==> src/rtl/bpd_pkg.sv <==
// ----------------------------------------------------------------------------
// bpd_pkg: shared types and constants for the biphase pulse decoder
// Request codes, register indexes, capture capacity and the capture state.
// ----------------------------------------------------------------------------
package bpd_pkg;

  // Capture capacity in bytes (1 to 256); the byte counter is 9 bits wide.
  localparam int unsigned CAPACITY_BYTES = 256;
  localparam logic [8:0]  CAP_BYTES      = 9'(CAPACITY_BYTES);
  localparam logic [7:0]  CAP_LAST_IDX   = 8'(CAPACITY_BYTES - 1);

  localparam int unsigned PW_W   = 16;
  localparam int unsigned BYTE_W = 8;
  localparam int unsigned CFG_W  = 8;

  // Reset values of the registers
  localparam logic [7:0] HALF_BIT_RST = 8'd16;
  localparam logic       INVERT_RST   = 1'b0;

  // Register indexes on the write port
  localparam logic CFG_HALF_BIT = 1'b0;
  localparam logic CFG_INVERT   = 1'b1;

  // Request codes; the fourth code means nothing and is ignored
  typedef enum logic [1:0] {
    REQ_START  = 2'd0,
    REQ_PULSE  = 2'd1,
    REQ_FINISH = 2'd2
  } req_t;

  typedef struct packed {
    logic       active;
    logic       half_seen;
    logic       in_error_run;
    logic [7:0] byte_acc;
    logic [7:0] invalid_acc;
    logic [2:0] bit_count;
    logic [8:0] byte_count;
  } cap_state_t;

  typedef struct packed {
    logic       emit;
    logic [7:0] data_byte;
    logic [7:0] invalid_mask;
    logic [7:0] byte_index;
    logic       capture_full;
  } byte_out_t;

  typedef struct packed {
    cap_state_t st;
    byte_out_t  res;
  } pack_res_t;

  localparam cap_state_t CAP_CLEAR = '{
    active:       1'b0,
    half_seen:    1'b0,
    in_error_run: 1'b0,
    byte_acc:     8'h00,
    invalid_acc:  8'hFF,
    bit_count:    3'd0,
    byte_count:   9'd0
  };

endpackage

==> src/rtl/biphase_pulse_decoder_top.sv <==
// ----------------------------------------------------------------------------
// biphase_pulse_decoder_top: biphase pulse-width decoder
// Classes pulse widths as long, short-half or out of range and packs bytes.
// ----------------------------------------------------------------------------
// Usage
//   Input channel (in_valid / in_stall): one request per accepted cycle.
//   in_req_type selects start capture, one measured pulse (in_pulse_width in
//   timer counts) or finish capture. The unused code is dropped.
//   Result channel (out_valid / out_stall): one completed byte with its
//   invalid mask, byte position and capacity flag. A request yields zero
//   or one byte.
//   Path: an accepted request is stored in the input register, decoded and
//   packed, and its byte is stored in the result register. Throughput: one
//   request per cycle unless a stalled byte holds the result register, set by
//   the single decode/pack pass between the two registers.
//   Stall: while a byte waits under out_stall, one more request is held in
//   the input register; in_stall rises only when both are full.
//   Reset (rst_n low, synchronous): capture inactive, pipeline empty,
//   half_bit_period = 16, invert_bits = 0.
//   Configuration: write cfg_wdata to register cfg_index on cfg_wr_en, only
//   while no request is in flight.
// ----------------------------------------------------------------------------
module biphase_pulse_decoder_top (
  input  logic                       clk,
  input  logic                       rst_n,
  // request channel
  input  logic                       in_valid,
  output logic                       in_stall,
  input  logic [1:0]                 in_req_type,
  input  logic [bpd_pkg::PW_W-1:0]   in_pulse_width,
  // byte channel
  output logic                       out_valid,
  input  logic                       out_stall,
  output logic [bpd_pkg::BYTE_W-1:0] out_data_byte,
  output logic [bpd_pkg::BYTE_W-1:0] out_invalid_mask,
  output logic [bpd_pkg::BYTE_W-1:0] out_byte_index,
  output logic                       out_capture_full,
  // register writes
  input  logic                       cfg_wr_en,
  input  logic                       cfg_index,
  input  logic [bpd_pkg::CFG_W-1:0]  cfg_wdata
);
  import bpd_pkg::*;

  // Pack one bit into the current byte; emit the byte when it completes.
  function automatic pack_res_t pack_bit(cap_state_t s, logic bit_in, logic vld,
                                         logic inv);
    pack_res_t  r;
    logic       b;
    logic [7:0] pos;
    logic [8:0] cnt;
    r     = '{st: s, res: '0};
    b     = bit_in ^ inv;
    pos   = 8'h80 >> s.bit_count;
    cnt   = s.byte_count + 9'd1;
    if (s.active) begin
      if (b) begin
        r.st.byte_acc = s.byte_acc | pos;
      end
      if (vld) begin
        r.st.invalid_acc = s.invalid_acc & ~pos;
      end
      if (s.bit_count == 3'd7) begin
        r.res.emit         = 1'b1;
        r.res.data_byte    = r.st.byte_acc;
        r.res.invalid_mask = r.st.invalid_acc;
        r.res.byte_index   = s.byte_count[7:0];
        r.res.capture_full = (cnt >= CAP_BYTES);
        r.st.byte_count    = cnt;
        r.st.bit_count     = 3'd0;
        r.st.byte_acc      = 8'h00;
        r.st.invalid_acc   = 8'hFF;
        if (cnt >= CAP_BYTES) begin
          r.st.active = 1'b0;
        end
      end else begin
        r.st.bit_count = s.bit_count + 3'd1;
      end
    end
    return r;
  endfunction

  // Configuration registers
  logic [7:0] half_bit_r;
  logic       invert_r;

  // Input register
  logic              s1_valid_r;
  req_t              s1_req_r;
  logic [PW_W-1:0]   s1_width_r;

  // Capture state
  cap_state_t st_r, st_nxt;

  // Result register
  logic      out_valid_r;
  byte_out_t out_r, res_nxt;

  logic       proc_en;

  // Pulse classification, all in wrapping 8-bit arithmetic
  logic [7:0] width_clamp;
  logic [7:0] adj;
  logic [7:0] adj2;
  logic       long_pulse;
  logic       out_of_range;

  pack_res_t  pk_a, pk_b, pk_c, pk_pad;
  cap_state_t pad_st;
  logic [7:0] pad_fill;

  // A request moves into the decode pass unless the result slot is held.
  assign proc_en  = s1_valid_r && !(out_valid_r && out_stall);
  assign in_stall = s1_valid_r && out_valid_r && out_stall;

  always_ff @(posedge clk) begin
    if (!rst_n) begin
      half_bit_r <= HALF_BIT_RST;
      invert_r   <= INVERT_RST;
    end else if (cfg_wr_en) begin
      unique case (cfg_index)
        CFG_HALF_BIT: half_bit_r <= cfg_wdata;
        CFG_INVERT:   invert_r   <= cfg_wdata[0];
        default:      half_bit_r <= half_bit_r;
      endcase
    end
  end

  // Input register: load on accept, drain when the decode pass takes it
  always_ff @(posedge clk) begin
    if (!rst_n) begin
      s1_valid_r <= 1'b0;
    end else if (in_valid && !in_stall) begin
      s1_valid_r <= 1'b1;
    end else if (proc_en) begin
      s1_valid_r <= 1'b0;
    end
  end

  always_ff @(posedge clk) begin
    if (in_valid && !in_stall) begin
      s1_req_r   <= req_t'(in_req_type);
      s1_width_r <= in_pulse_width;
    end
  end

  // Clamp to 255, add the tolerance, subtract one half period; a result above
  // the half period marks a long pulse and is reduced by a second subtract.
  // Anything still above the half period is out of range.
  always_comb begin
    width_clamp  = (|s1_width_r[PW_W-1:8]) ? 8'hFF : s1_width_r[7:0];
    adj          = width_clamp + {1'b0, half_bit_r[7:1]} - half_bit_r;
    long_pulse   = (adj > half_bit_r);
    adj2         = long_pulse ? (adj - half_bit_r) : adj;
    out_of_range = (adj2 > half_bit_r);
  end

  // Decode and pack one request
  always_comb begin
    st_nxt   = st_r;
    res_nxt  = '0;
    pk_a     = pack_bit(st_r, ~st_r.half_seen, 1'b1, invert_r);
    pk_b     = pack_bit(pk_a.st, 1'b0, 1'b0, invert_r);
    pk_c     = pack_bit(st_r, long_pulse, 1'b1, invert_r);
    // Padding: fill the open positions with the inverted zero, then let the
    // last position close the byte.
    pad_st   = st_r.in_error_run ? st_r : pk_a.st;
    pad_fill = (8'hFF >> pad_st.bit_count) & 8'hFE;
    if (invert_r) begin
      pad_st.byte_acc = pad_st.byte_acc | pad_fill;
    end
    pad_st.bit_count = 3'd7;
    pk_pad   = pack_bit(pad_st, 1'b0, 1'b0, invert_r);

    unique case (s1_req_r)
      REQ_START: begin
        st_nxt        = CAP_CLEAR;
        st_nxt.active = 1'b1;
      end
      REQ_PULSE: begin
        if (st_r.active) begin
          priority if (out_of_range) begin
            if (!st_r.in_error_run) begin
              st_nxt              = pk_b.st;
              res_nxt             = pk_a.res.emit ? pk_a.res : pk_b.res;
              st_nxt.in_error_run = 1'b1;
            end
            st_nxt.half_seen = 1'b0;
          end else if (long_pulse || st_r.half_seen) begin
            // long pulse is a one, second short half completes a zero
            st_nxt              = pk_c.st;
            res_nxt             = pk_c.res;
            st_nxt.half_seen    = 1'b0;
            st_nxt.in_error_run = 1'b0;
          end else begin
            st_nxt.half_seen = 1'b1;
          end
        end
      end
      REQ_FINISH: begin
        if (st_r.active) begin
          priority if (!st_r.in_error_run && pk_a.res.emit) begin
            st_nxt  = pk_a.st;
            res_nxt = pk_a.res;
          end else if (pad_st.active && (st_r.in_error_run ? st_r.bit_count
                                                           : pk_a.st.bit_count) != 3'd0) begin
            st_nxt  = pk_pad.st;
            res_nxt = pk_pad.res;
          end else begin
            st_nxt = st_r.in_error_run ? st_r : pk_a.st;
          end
        end
        st_nxt.active = 1'b0;
      end
      default: begin
        st_nxt = st_r;
      end
    endcase
  end

  always_ff @(posedge clk) begin
    if (!rst_n) begin
      st_r <= CAP_CLEAR;
    end else if (proc_en) begin
      st_r <= st_nxt;
    end
  end

  // Result register: replace on a decode pass, clear once taken
  always_ff @(posedge clk) begin
    if (!rst_n) begin
      out_valid_r <= 1'b0;
    end else if (proc_en) begin
      out_valid_r <= res_nxt.emit;
    end else if (!out_stall) begin
      out_valid_r <= 1'b0;
    end
  end

  always_ff @(posedge clk) begin
    if (proc_en && res_nxt.emit) begin
      out_r <= res_nxt;
    end
  end

  assign out_valid        = out_valid_r;
  assign out_data_byte    = out_r.data_byte;
  assign out_invalid_mask = out_r.invalid_mask;
  assign out_byte_index   = out_r.byte_index;
  assign out_capture_full = out_r.capture_full;

endmodule

==> config.mk <==
export PLATFORM = sky130hd
export DESIGN_NAME = biphase_pulse_decoder_top
export DESIGN_NICKNAME = d
export VERILOG_FILES = /design/src/rtl/bpd_pkg.sv /design/src/rtl/biphase_pulse_decoder_top.sv
export SDC_FILE = /design/constraint.sdc
export NUM_CORES = 1
export LEC_CHECK = 0
export BUFFER_PORTS_ARGS = -buffer_cell sky130_fd_sc_hd__buf_2
export CAP_MARGIN = 20
export CORE_MARGIN = 1
export CORE_UTILIZATION = 55
export CTS_CLUSTER_SIZE = 25
export DETAILED_ROUTE_END_ITERATION = 8
export GPL_ROUTABILITY_DRIVEN = 1
export PLACE_DENSITY = 0.74
export RECOVER_POWER = 50
export SLEW_MARGIN = 10
export SYNTH_ARGS = -nofsm -noshare
export SYNTH_HDL_FRONTEND = slang
export SYNTH_SLANG_ARGS = --single-unit
export TNS_END_PERCENT = 5
==> constraint.sdc <==
create_clock -name clk -period 10.9 [get_ports clk]
set_input_delay 0.545 -clock clk [delete_from_list [all_inputs] [get_ports clk]]
set_output_delay 0.545 -clock clk [all_outputs]
set_load 0.02 [all_outputs]
* Word level (Yosys, flattened, before mapping)
Cells that the tools add are included.
** Word-level totals
- Flip-flop bits (word level) :: 85
- Word-level logic and storage cells :: 130
- Output and inout port bits :: 27
** Operators by class
- Multiplexer cells :: 50
- Add/sub/neg operators :: 8
- Eq/ne operators :: 12
- Order comparisons :: 5
- Reductions and logical operators :: 25
- Bitwise gates (word level) :: 10
- Shifts and indexed selects :: 3
** Operator list (number)
- 2-to-1 mux 26 bit :: 8
- 2-to-1 mux 54 bit :: 3
- 2-to-1 mux 31 bit :: 4
- 2-to-1 mux 35 bit :: 3
- one-hot mux 31 bit (3 select lines) :: 1
- 2-to-1 mux 30 bit :: 3
- 2-to-1 mux 29 bit :: 2
- one-hot mux 26 bit (2 select lines) :: 1
- 2-to-1 mux 16 bit :: 3
- 2-to-1 mux 8 bit :: 6
- adder 9 x 1 -> 9 bit (second input constant) :: 3
- greater-or-equal comparator 9 bit (second input constant) :: 3
- OR 8 bit :: 3
- >> shifter 8 x 3 -> 8 bit (first input constant) :: 3
- > comparator 8 bit :: 2
- subtractor 8 bit :: 2
- 2-to-1 mux 1 bit :: 13
- 2-to-1 mux 3 bit :: 3
- != test 3 bit (second input constant) :: 3
- adder 8 x 7 -> 8 bit :: 1
- bitwise AND 8 bit :: 1
- logical AND 1 bit :: 8
- NOT 8 bit :: 1
- AND reduction 8 bit :: 1
- other kinds (19) :: 32

* Longest topological paths before layout
Gate-level depths: netlist of the first run.
- Depth after elaboration :: 16
- Gate-level depth with buffers :: 32
- Gate-level depth less buffers :: 29

* Worst setup path before layout of the first run
Ideal clock, no wire load.
- Path type :: register to register
- Start point :: register s1_width_r[9]
- End point :: register out_r, in the netlist out_byte_index[0] (enable)
- Setup slack :: 3.416 ns
- Cell stages (with the launch flop) :: 28
- Arrival :: 7.075 ns
- Cells stage by stage :: edfxtp_1 > nor4_1 > nand2_1 > or2_2 > fa_1 > ha_1 > a21o_1 > a21oi_1 > o21bai_1 > a21oi_1 > xnor2_1 > ha_1 > o21a_1 > o21ai_0 > a31oi_1 > o31ai_4 > clkbuf_1 > nand2_1 > o31ai_1 > ha_1 > nand3_1 > nor3_1 > or2_2 > a21oi_1 > a32oi_1 > o21ai_0 > nor2b_1 > nor2b_1
** Between the ends
- Longest elaborated chain between the ends :: 11
- Elaborated cells on any way between the ends :: 14
- Classes of those cells :: add/sub (3); order compare (2); mux (6); reduce/logical (3)
** RTL lines
- start, declared :: RTL line biphase_pulse_decoder_top.sv:90 : logic [PW_W-1:0] s1_width_r;
- start signal, assigned :: RTL line biphase_pulse_decoder_top.sv:143 : s1_width_r <= in_pulse_width;
- OR reduction 8 bit * :: RTL line biphase_pulse_decoder_top.sv:151 : width_clamp = (|s1_width_r[PW_W-1:8]) ? 8'hFF : s1_width_r[7:0];
- 2-to-1 mux 8 bit * :: RTL line biphase_pulse_decoder_top.sv:151
- adder 8 x 7 -> 8 bit * :: RTL line biphase_pulse_decoder_top.sv:152 : adj = width_clamp + {1'b0, half_bit_r[7:1]} - half_bit_r;
- subtractor 8 bit * :: RTL line biphase_pulse_decoder_top.sv:152
- subtractor 8 bit / > comparator 8 bit (equally long branches) :: RTL line biphase_pulse_decoder_top.sv:154, biphase_pulse_decoder_top.sv:153
- 2-to-1 mux 8 bit / logical OR 1 bit (equally long branches) :: RTL line biphase_pulse_decoder_top.sv:154, biphase_pulse_decoder_top.sv:189
- > comparator 8 bit / 2-to-1 mux 26 bit (equally long branches) :: RTL line biphase_pulse_decoder_top.sv:155, biphase_pulse_decoder_top.sv:189
- 2-to-1 mux 26 bit * :: RTL line biphase_pulse_decoder_top.sv:182 : priority if (out_of_range) begin
- 2-to-1 mux 26 bit * :: RTL line biphase_pulse_decoder_top.sv:181 : if (st_r.active) begin
- one-hot mux 26 bit (2 select lines) * :: RTL line biphase_pulse_decoder_top.sv:175 : unique case (s1_req_r)
- logical AND 1 bit * :: RTL line biphase_pulse_decoder_top.sv:241 : if (proc_en && res_nxt.emit) begin
- end signal, assigned :: RTL line biphase_pulse_decoder_top.sv:242 : out_r <= res_nxt;
- end, declared :: RTL line biphase_pulse_decoder_top.sv:97 : byte_out_t out_r, res_nxt;
Mark *: on every way between the ends. The rest lies on a longest branch, timed or not.
A chain may end at the register's enable or synchronous reset.

* Worst setup path after layout of the first run
- Start point :: register s1_width_r[9]
- End point :: register out_r, in the netlist out_invalid_mask[0] (enable)
The elaborated chain is that of the path after synthesis.

==> results.txt, run 1 <==
Worst Hold Path EP = s1_width_r[11]
First-pass DRT Iterations = 6
maxcap violations = 0
CTS buffer count = 9
Worst Min Path Start = in_pulse_width[11]
syn_nets = 1,090
most numerous cell in the Yosys netlist = nand2_1
Yosys top cell by area = edfxtp_1
RSZ-0062 raised after global routing = no
worst hold slack = 0.3604 ns
Max stage delay on crit path = 0.96 ns
CTS resizes = 0
CTS tree = yes
outcome = complete, no violations
filler cell count = 1,288
worst hold path type = in -> reg
relative slew slack = 0.03826
Chip Height = 121.7 um
DP Worst Slack = 2.777 ns
Synth area leaders = edfxtp_1 (16%), dfxtp_1 (11%), ha_1 (7.5%)
sw frac = 0.4398
initial antenna violation count = 0
Port Buf Inserts = 58
final setup violation count = 0
n_diodes = 0
Starting Density = 0.5654
HPWL after DPL = 17,540 um
max layer used = met4
Clock Tree Root = clkbuf_16
Post-Syn Area = 7879 um^2
RR Startpoint = s1_width_r[9]
average size of a mapped cell = 7.847 um^2
crit path max fanout = 26
layout cell share with drive strength beyond 1 = 0.08949
Register-to-Register Setup Slack = 2.11 ns
Static Leak = 0.003153 uW
post-layout min period = 8.791 ns
Final Worst Setup Slack = 2.109 ns
Nets = 1,109
Switching Power = 557.7 uW
CTS sink cnt = 85
Hold Fails Final Rpt = 0
total global routing overflow = 0
fin crit share = 0.8065
number of global-route vias before repair = 7,419
top cells by count, synth = nand2_1 (119), a21oi_1 (99), nor2_1 (92)
Post-synth EDFFs = 43
DR vias = 8,214
largest net degree at the start of global routing = 45
detailed-route wire length = 25,350 um
Placeable Area = 13,930 um^2
post-CTS setup buffers = 0
row count = 43
final setup skew = 0.01533 ns
Ys Warns = 0
worst skew pair latency = 0.36 ns
antenna-violating nets left = 0
H-tree depth = 3
asr flop ratio synth = 0
Reg2Reg Depth = 27
Worst-Margin Slew = 1.443 ns
Final Max Slew Viols = 0
post-synth cell types = 98
Critical Path Source Type = register
Clk pin slew, worst setup/hold paths = 0.07 ns
maximum clock frequency = 0.1138 GHz
DR DRC count = 0
first-pass GRT wire length = 39,640 um
Max clock buf depth = 2
DIE WIDTH = 121.7 um
CP Class = reg -> reg
CP max-delay cell = clkbuf_1
Die ar. = 14,810 um^2
Hold Path Stages = 1
r2r endpoint = out_invalid_mask[0]
Top FF cell, synth = edfxtp_1
Peak VDD IR = 0.1411 mV
DRT iter0 DRCs = 1,203
Comb pwr share = 0.446
RePlAce Congestion = 0.9786
drt wl/cell = 20.99 um
Core Util, Final = 0.6056
sequential share of the synthesized area = 0.2706
Seq pwr share = 0.294
Pwr Density = 150.3 nW/um^2
worst path bufs/invs = 2
Gate Count Post-Synth = 1,004
Worst EP required = 10.93 ns
total track usage = 0.3491
footprint of the multi-input gates = 5250 um^2
met2 routed WL = 11,080 um
wire length on met3 = 3058 um
crit end category = register
setup TNS = 0 ns
cts hold-fix bufs = 0
Top delay family on crit path = compound AO/OA/AOI/OAI gates
register area = 2132 um^2
internal power consumption = 710.4 uW
via/cell ratio = 6.800
worst path arrival time = 8.82 ns
Tot Pwr = 1268 uW
area grow syn2layout = 7.114%
Clk network pwr share = 0.259
met1 WL = 10,100 um
#FFs+latches synth = 85
# IOs = 59
post-synth top area share = 0.1639
==> power groups by stage <==
stage	Clock (uW)	Combinational, uW	Sequential [uW]
after detailed placement	0	545	379
after floorplan	0	424	367
after CTS	330	549	372
after global placement	0	539	379
after global routing	344	612	375
final	329	566	373
==> worst max-delay path by stage <==
stage | start | endpoint | cells after the start
floorplan | s1_width_r[9] | out_byte_index[0] | 27
global placement | s1_width_r[9] | out_invalid_mask[0] | 26
detailed placement | s1_width_r[9] | out_invalid_mask[0] | 26
CTS | s1_width_r[9] | out_invalid_mask[0] | 26
global route | s1_width_r[9] | out_invalid_mask[7] | 27
finish | s1_width_r[9] | out_invalid_mask[0] | 27
==> cell usage in the layout, fill, tap and decap left out, drive strengths merged, types with 6 or more instances in the layout <==
| cell type | netlist | final |
|---|---|---|
| nand2 | 120 | 120 |
| a21oi | 101 | 101 |
| nor2 | 94 | 94 |
| o21ai | 72 | 72 |
| inv | 48 | 54 |
| ha | 47 | 47 |
| edfxtp | 43 | 43 |
| dfxtp | 42 | 42 |
| clkbuf | 36 | 40 |
| buf | 27 | 40 |
| nand3 | 38 | 38 |
| xnor2 | 30 | 30 |
| nor3 | 24 | 24 |
| a31oi | 17 | 17 |
| nor2b | 17 | 17 |
| a211oi | 15 | 15 |
| and3 | 13 | 13 |
| and2 | 12 | 12 |
| o22ai | 10 | 10 |
| o211ai | 10 | 10 |
| xor2 | 9 | 9 |
| o21bai | 9 | 9 |
| nor4 | 9 | 9 |
| a22oi | 9 | 9 |
| a21o | 8 | 8 |
| or3 | 8 | 8 |
| o31ai | 8 | 8 |
| nand4 | 8 | 8 |
| fa | 7 | 7 |
| a32oi | 6 | 6 |
| o221ai | 6 | 6 |
| a32o | 6 | 6 |
| a22o | 6 | 6 |
==> logic make-up (layout without fill, tap and decap cells) <==
family / after synthesis / in the layout / synth area share
AND/OR/NAND/NOR: 368 / 368 / 0.2295
AO/OA/AOI/OAI: 339 / 339 / 0.2871
buffers and inverters: 111 / 135 / 0.06336
flip-flops: 85 / 85 / 0.2706
adder cells (fa/ha/maj): 54 / 54 / 0.09242
XOR/XNOR: 39 / 39 / 0.04431
multiplexers: 8 / 8 / 0.01270
==> metal layers <==
layer / vias to the layer above / global-route usage
met1: 3790 / 0.4722
li1: 3741 / -
met5: - / 0
met2: 580 / 0.5206
met4: 0 / 0.1752
met3: 103 / 0.08006
==> metrics by stage <==
stage,cells,area (um^2)
after CTS,1208,8483
after detailed placement,1192,8173
after global placement,1191,8168
after floorplan,1004,7879
final,1208,8439
after global routing,1208,8439
==> cell type report <==
class                   count  area share
flip-flops and latches     85      0.2526
multi-input cells         808      0.6221
inverters                  48     0.02135
clock inverters             7     0.01008
well taps                 180     0.02669
repair buffers             71     0.04047
clock buffers               9     0.02669
==> sequential cells by signal, summed over array words and instances (netlist names) <==
signal,cells
pk_a,2
out_capture_full,1
out_byte_index,8
s1_valid_r,1
invert_r,1
half_bit_r,8
out_invalid_mask,8
s1_width_r,16
out_data_byte,8
out_valid,1
st_r,29
s1_req_r,2
(Power assumes the default switching activity.)
==> inputs of run 2 (changes only) <==
- clock period: 10.9 -> 8.72 ns (I/O delays scaled with it)
==> results.txt, run 2 (synthesis results as in run 1) <==
outcome = complete, no violations
antenna-violating nets left = 0 (unchanged)
DRT iter0 DRCs = 1,206 (+0.25%)
DIE WIDTH = 121.7 um (unchanged)
Max clock buf depth = 2 (unchanged)
CTS sink cnt = 85 (unchanged)
Placeable Area = 13,930 um^2 (unchanged)
met1 usage = 0.4691 (-0.003065)
crit end category = register
internal power consumption = 871.2 uW (+23%)
Port Buf Inserts = 58 (unchanged)
Starting Density = 0.5654 (unchanged)
GR Util met3 = 0.07912 (-0.0009363)
post-CTS setup buffers = 0 (unchanged)
drt wl/cell = 21.02 um (+0.15%)
worst hold slack = 0.2607 ns (-0.09971 ns)
CTS buffer count = 9 (unchanged)
DR vias = 8,116 (-1.2%)
busiest grt layer = met2
post-layout min period = 7.846 ns (-0.9454 ns)
Seq pwr share = 0.301 (+0.007)
HPWL after DPL = 17,580 um (+0.25%)
Hold Fails Final Rpt = 0 (unchanged)
Die ar. = 14,810 um^2 (unchanged)
row count = 43 (unchanged)
RePlAce Congestion = 0.9752 (-0.35%)
Clock Tree Root = clkbuf_16
Final Max Slew Viols = 0 (unchanged)
relative slew slack = 0.04544 (+0.007175)
Comb pwr share = 0.471 (+0.025)
crit path max fanout = 19 (-27%)
top flop regs = st_r: 29 flops, s1_width_r: 16 flops
Nets = 1,110 (+0.090%)
Worst-Margin Slew = 1.432 ns (-0.01076 ns)
via/cell ratio = 6.713 (-1.3%)
Clk network pwr share = 0.228 (-0.031)
sw frac = 0.4396 (about the same)
First-pass DRT Iterations = 8 (+2)
setup TNS = 0 ns (unchanged)
n_diodes = 0 (unchanged)
Register-to-Register Setup Slack = 0.87 ns (-1.23 ns)
number of flip-flops in the largest register = 29 (unchanged)
most common cell after layout, fill and taps aside = nand2_1
Critical Path Source Type = register
maxcap violations = 0 (unchanged)
Core Util, Final = 0.6031 (-0.002514)
cts hold-fix bufs = 0 (unchanged)
DP Cell Count = 1,193 (+0.084%)
total global routing overflow = 0 (unchanged)
CTS resizes = 0 (unchanged)
Peak VDD IR = 0.1694 mV (+20%)
final setup violation count = 0 (unchanged)
Chip Height = 121.7 um (unchanged)
CTS tree = yes
CP Class = reg -> reg
most frequent cells in the layout = nand2_1 (119), a21oi_1 (99), nor2_1 (92), o21ai_0 (66), inv_1 (48)
# IOs = 59 (unchanged)
final setup skew = 0.01650 ns (+0.001167 ns)
area grow syn2layout = 6.670%
detailed-route wire length = 25,410 um (+0.23%)
first-pass GRT wire length = 39,870 um (+0.58%)
fin crit share = 0.8997 (+0.09321)
post-route non-filler standard cell count = 1,209 (+0.083%)
total track usage = 0.3506 (+0.001505)
layout cell share with drive strength beyond 1 = 0.08844 (-0.001059)
Pwr Density = 185.0 nW/um^2 (+23%)
DR DRC count = 0 (unchanged)
largest net degree at the start of global routing = 45 (unchanged)
Switching Power = 683.4 uW (+23%)
RSZ-0062 raised after global routing = no
number of global-route vias before repair = 7,456 (+0.50%)
H-tree depth = 3 (unchanged)
Static Leak = 0.003129 uW (-0.74%)
initial antenna violation count = 0 (unchanged)
worst path arrival time = 7.87 ns (-0.95 ns)
worst skew pair latency = 0.36 ns (about the same)
Worst EP required = 8.75 ns (-2.18 ns)
maximum clock frequency = 0.1275 GHz (+12%)
Largest Register = st_r
worst hold path type = in -> reg
Clk pin slew, worst setup/hold paths = 0.06 ns (about the same)
M2 GR Usage = 0.5373 (+0.01669)
[run 2: cell count changes in the layout (fill, tap and decap cells not counted)]
cell        change
buf_4           +3
clkbuf_1        +1
clkinv_1        +1
clkinvlp_4      +2
clkinv_2        +2
buf_2           -1
bufinv_16       -1
inv_6           -5
inv_8           -1
[run 2: final timing paths]
| kind | start | end | cells after the start |
|---|---|---|---|
| worst max-delay path | s1_width_r[9] | out_data_byte[1] | 26 |
| worst min-delay path | in_req_type[1] | s1_req_r[1] | 1 |
| worst max register to register | s1_width_r[9] | out_data_byte[1] | 26 |
| worst min register to register | st_r[20] | st_r[20] | 2 |
[run 2: layer usage]
layer  up-vias  routed length, um
met5         -                  0
met4         0               1085
met3       118               3069
met2       552              10920
met1      3705              10330
li1       3741                  -
[run 2: cell type report]
cell class | count | area, um^2
Timing Repair Buffer | 72 | 355.3
Sequential cell | 85 | 2132
Clock buffer | 11 | 232.7
Fill cell | 1311 | 5530
Multi-Input combinational cell | 808 | 5250
Tap cell | 180 | 225.2
Inverter | 48 | 180.2
Clock inverter | 5 | 28.78
[run 2: per-stage QoR]
stage | total power, uW | cell area [um^2] | setup WS, ns
finish | 1555 | 8404 | 0.8743
global placement | 1166 | 8183 | 1.210
global route | 1632 | 8404 | 0.2550
CTS | 1523 | 8444 | 0.9096
detailed placement | 1171 | 8183 | 0.9625
floorplan | 988.3 | 7879 | 1.236
[run 2: critical path: stages, from the launching register on]
cell      delay (ns)
edfxtp_1        0.37
nor4_1          0.35
nand2_1         0.26
or2_2           0.34
fa_1            0.47
ha_1            0.32
a21o_1          0.18
a21oi_1         0.23
o21bai_1        0.09
a21oi_1         0.21
xnor2_1         0.18
ha_1            0.33
a21oi_1         0.18
a31oi_1         0.20
o31ai_4         0.64
o21ai_0         0.22
ha_1            0.31
nand3_1         0.13
nor3_1          0.09
or2_2           0.30
a21oi_1         0.14
buf_4           0.21
a32oi_1         0.10
o21ai_0         0.32
nor2b_1         0.45
nor2b_2         0.52
buf_4           0.36
[run 2: power by group through the flow]
stage / sequential (uW) / clock [uW] / combinational, uW
detailed placement: 474 / 0 / 696
CTS: 466 / 356 / 701
floorplan: 459 / 0 / 529
finish: 467 / 355 / 733
global route: 470 / 372 / 790
global placement: 474 / 0 / 692
==> inputs of run 3 (changes only) <==
- ABC_AREA: not set -> 1
==> results.txt, run 3 <==
post-route non-filler standard cell count = 1,413 (+17%)
maxcap violations = 0 (unchanged)
detailed-route wire length = 25,480 um (+0.26%)
syn_nets = 1,292 (+19%)
worst hold path type = in -> reg
worst skew pair latency = 0.36 ns (about the same)
maximum clock frequency = 0.1337 GHz (+4.9%)
Worst-Margin Slew = 1.067 ns (-0.3651 ns)
Final Max Slew Viols = 0 (unchanged)
outcome = complete, no violations
#FFs+latches synth = 85 (unchanged)
Max clock buf depth = 2 (unchanged)
Largest Register = st_r
Critical Path Source Type = register
n_diodes = 0 (unchanged)
via/cell ratio = 6.150 (-8.4%)
Max stage delay on crit path = 0.47 ns (-0.17 ns)
RSZ-0062 raised after global routing = no
Top FF cell, synth = edfxtp_1
CTS tree = yes
worst path arrival time = 7.74 ns (-0.13 ns)
worst path bufs/invs = 7 (+5)
total track usage = 0.3540 (+0.003435)
worst hold slack = 0.2428 ns (-0.01792 ns)
Peak VDD IR = 0.1788 mV (+5.5%)
most common cell after layout, fill and taps aside = nand2_1
Worst Min Path Start = in_req_type[0]
Post-synth EDFFs = 43 (unchanged)
drt wl/cell = 18.03 um (-14%)
setup TNS = 0 ns (unchanged)
Worst EP required = 8.99 ns (+0.24 ns)
CTS sink cnt = 85 (unchanged)
Hold Fails Final Rpt = 0 (unchanged)
initial antenna violation count = 0 (unchanged)
RePlAce Congestion = 0.9982 (+2.4%)
DIE WIDTH = 121.2 um (-0.41%)
row count = 43 (unchanged)
final setup skew = 0.01064 ns (-0.005858 ns)
total global routing overflow = 0 (unchanged)
antenna-violating nets left = 0 (unchanged)
H-tree depth = 3 (unchanged)
first-pass GRT wire length = 40,270 um (+1.0%)
Synth area leaders = edfxtp_1 (17%), nand2_1 (16%), dfxtp_1 (11%)
area grow syn2layout = 8.150%
Clock Tree Root = clkbuf_16
top cells by count, synth = nand2_1 (325), o21ai_0 (137), inv_1 (133)
CTS buffer count = 9 (unchanged)
CP Class = reg -> reg
DR DRC count = 0 (unchanged)
number of global-route vias before repair = 7,728 (+3.6%)
asr flop ratio synth = 0 (unchanged)
Chip Height = 121.2 um (-0.41%)
DRT iter0 DRCs = 1,240 (+2.8%)
post-layout min period = 7.479 ns (-0.3671 ns)
fin crit share = 0.8576 (-0.04210)
largest net degree at the start of global routing = 35 (-22%)
layout cell share with drive strength beyond 1 = 0.07137 (-0.01706)
average size of a mapped cell = 6.479 um^2 (-17%)
Starting Density = 0.5629 (-0.002496)
post-synth cell types = 54 (-45%)
post-CTS setup buffers = 0 (unchanged)
final setup violation count = 0 (unchanged)
First-pass DRT Iterations = 7 (-1)
CP max-delay cell = nand2_2
Static Leak = 0.003620 uW (+16%)
Nets = 1,314 (+18%)
Pwr Density = 215.3 nW/um^2 (+16%)
number of flip-flops in the largest register = 29 (unchanged)
HPWL after DPL = 17,930 um (+2.0%)
CTS resizes = 0 (unchanged)
Gate Count Post-Synth = 1,206 (+20%)
DP Cell Count = 1,396 (+17%)
crit end category = register
# IOs = 59 (unchanged)
most numerous cell in the Yosys netlist = nand2_1
Clk pin slew, worst setup/hold paths = 0.07 ns (about the same)
top flop regs = st_r: 29 flops, s1_width_r: 16 flops
crit path max fanout = 28 (+9)
sequential share of the synthesized area = 0.2729 (+0.002253)
cts hold-fix bufs = 0 (unchanged)
Top delay family on crit path = simple AND/OR/NAND/NOR gates
DR vias = 8,690 (+7.1%)
most frequent cell on the critical path = nand2_1
relative slew slack = 0.2844 (+0.2390)
Yosys top cell by area = edfxtp_1
Post-Syn Area = 7814 um^2 (-0.83%)
post-synth top area share = 0.1653 (+0.001365)
most frequent cells in the layout = nand2_1 (325), o21ai_0 (137), inv_1 (133), a21oi_1 (117), nand3_1 (77)
CP Launch Point = s1_width_r[9]
RR Startpoint = s1_width_r[9]
Die ar. = 14,690 um^2 (-0.81%)
Port Buf Inserts = 58 (unchanged)
Placeable Area = 13,880 um^2 (-0.39%)
Ys Warns = 0 (unchanged)
-- run 3: area by class of cell --
cell class | count | area, um^2
clock buffer | 9 | 225.2
clock inverter | 7 | 88.84
fill | 1362 | 5430
inverter | 145 | 544.3
multi-input combinational | 920 | 4893
sequential | 85 | 2132
tap | 180 | 225.2
timing repair buffer | 67 | 341.6
-- run 3: cell families (layout without fill, tap and decap cells) --
group,count (synthesis),count (layout),synth area share
AO/OA/AOI/OAI,326,326,0.2306
XOR/XNOR,16,16,0.01793
adder cells (fa/ha/maj),54,54,0.09319
buffers and inverters,201,228,0.1009
flip-flops,85,85,0.2729
AND/OR/NAND/NOR,524,524,0.2845
-- run 3: where the power goes --
| group | switching [uW] | internal (uW) | total, uW | leakage [uW] |
|---|---|---|---|---|
| Clock | 193 | 231 | 423 | 0.000152 |
| Sequential | 9.94 | 432 | 442 | 0.000798 |
| Combinational | 663 | 291 | 954 | 0.00267 |
-- run 3: final timing paths --
check	end	slack (ns)	cells past startpoint
max	st_r[3]	1.24	35
max reg2reg	st_r[3]	1.24	35
min	s1_req_r[0]	0.24	1
min reg2reg	st_r[25]	0.49	2
-- run 3: worst reg2reg max path: cells and delay by family (launching register included) --
kind	cells	cell delay [ns]
and+or+nand+nor	15	3.00
adders and majority gates	4	1.41
AOI/OAI and AO/OA	8	1.41
buffers and inverters	7	0.97
DFF	1	0.38
xor gates and xnor gates	1	0.20
-- run 3: per-layer routing --
metal  GRT usage  wire length (um)  vias up
met5           0                 0        -
met4      0.1304               878        0
met3     0.08788              3363      101
met2      0.5304             10860      578
met1      0.4897             10380     3899
li1            -                 -     4112
-- run 3: stage by stage --
stage,instance area (um^2),utilization,worst slack [ns],total power [uW]
after floorplan,7814,-,2.248,1135
after global placement,8145,0.5868,1.338,1364
after detailed placement,8145,0.5868,1.163,1363
after CTS,8459,0.6094,1.104,1782
after global routing,8451,0.6088,0.4561,1935
final,8451,0.6088,1.241,1820
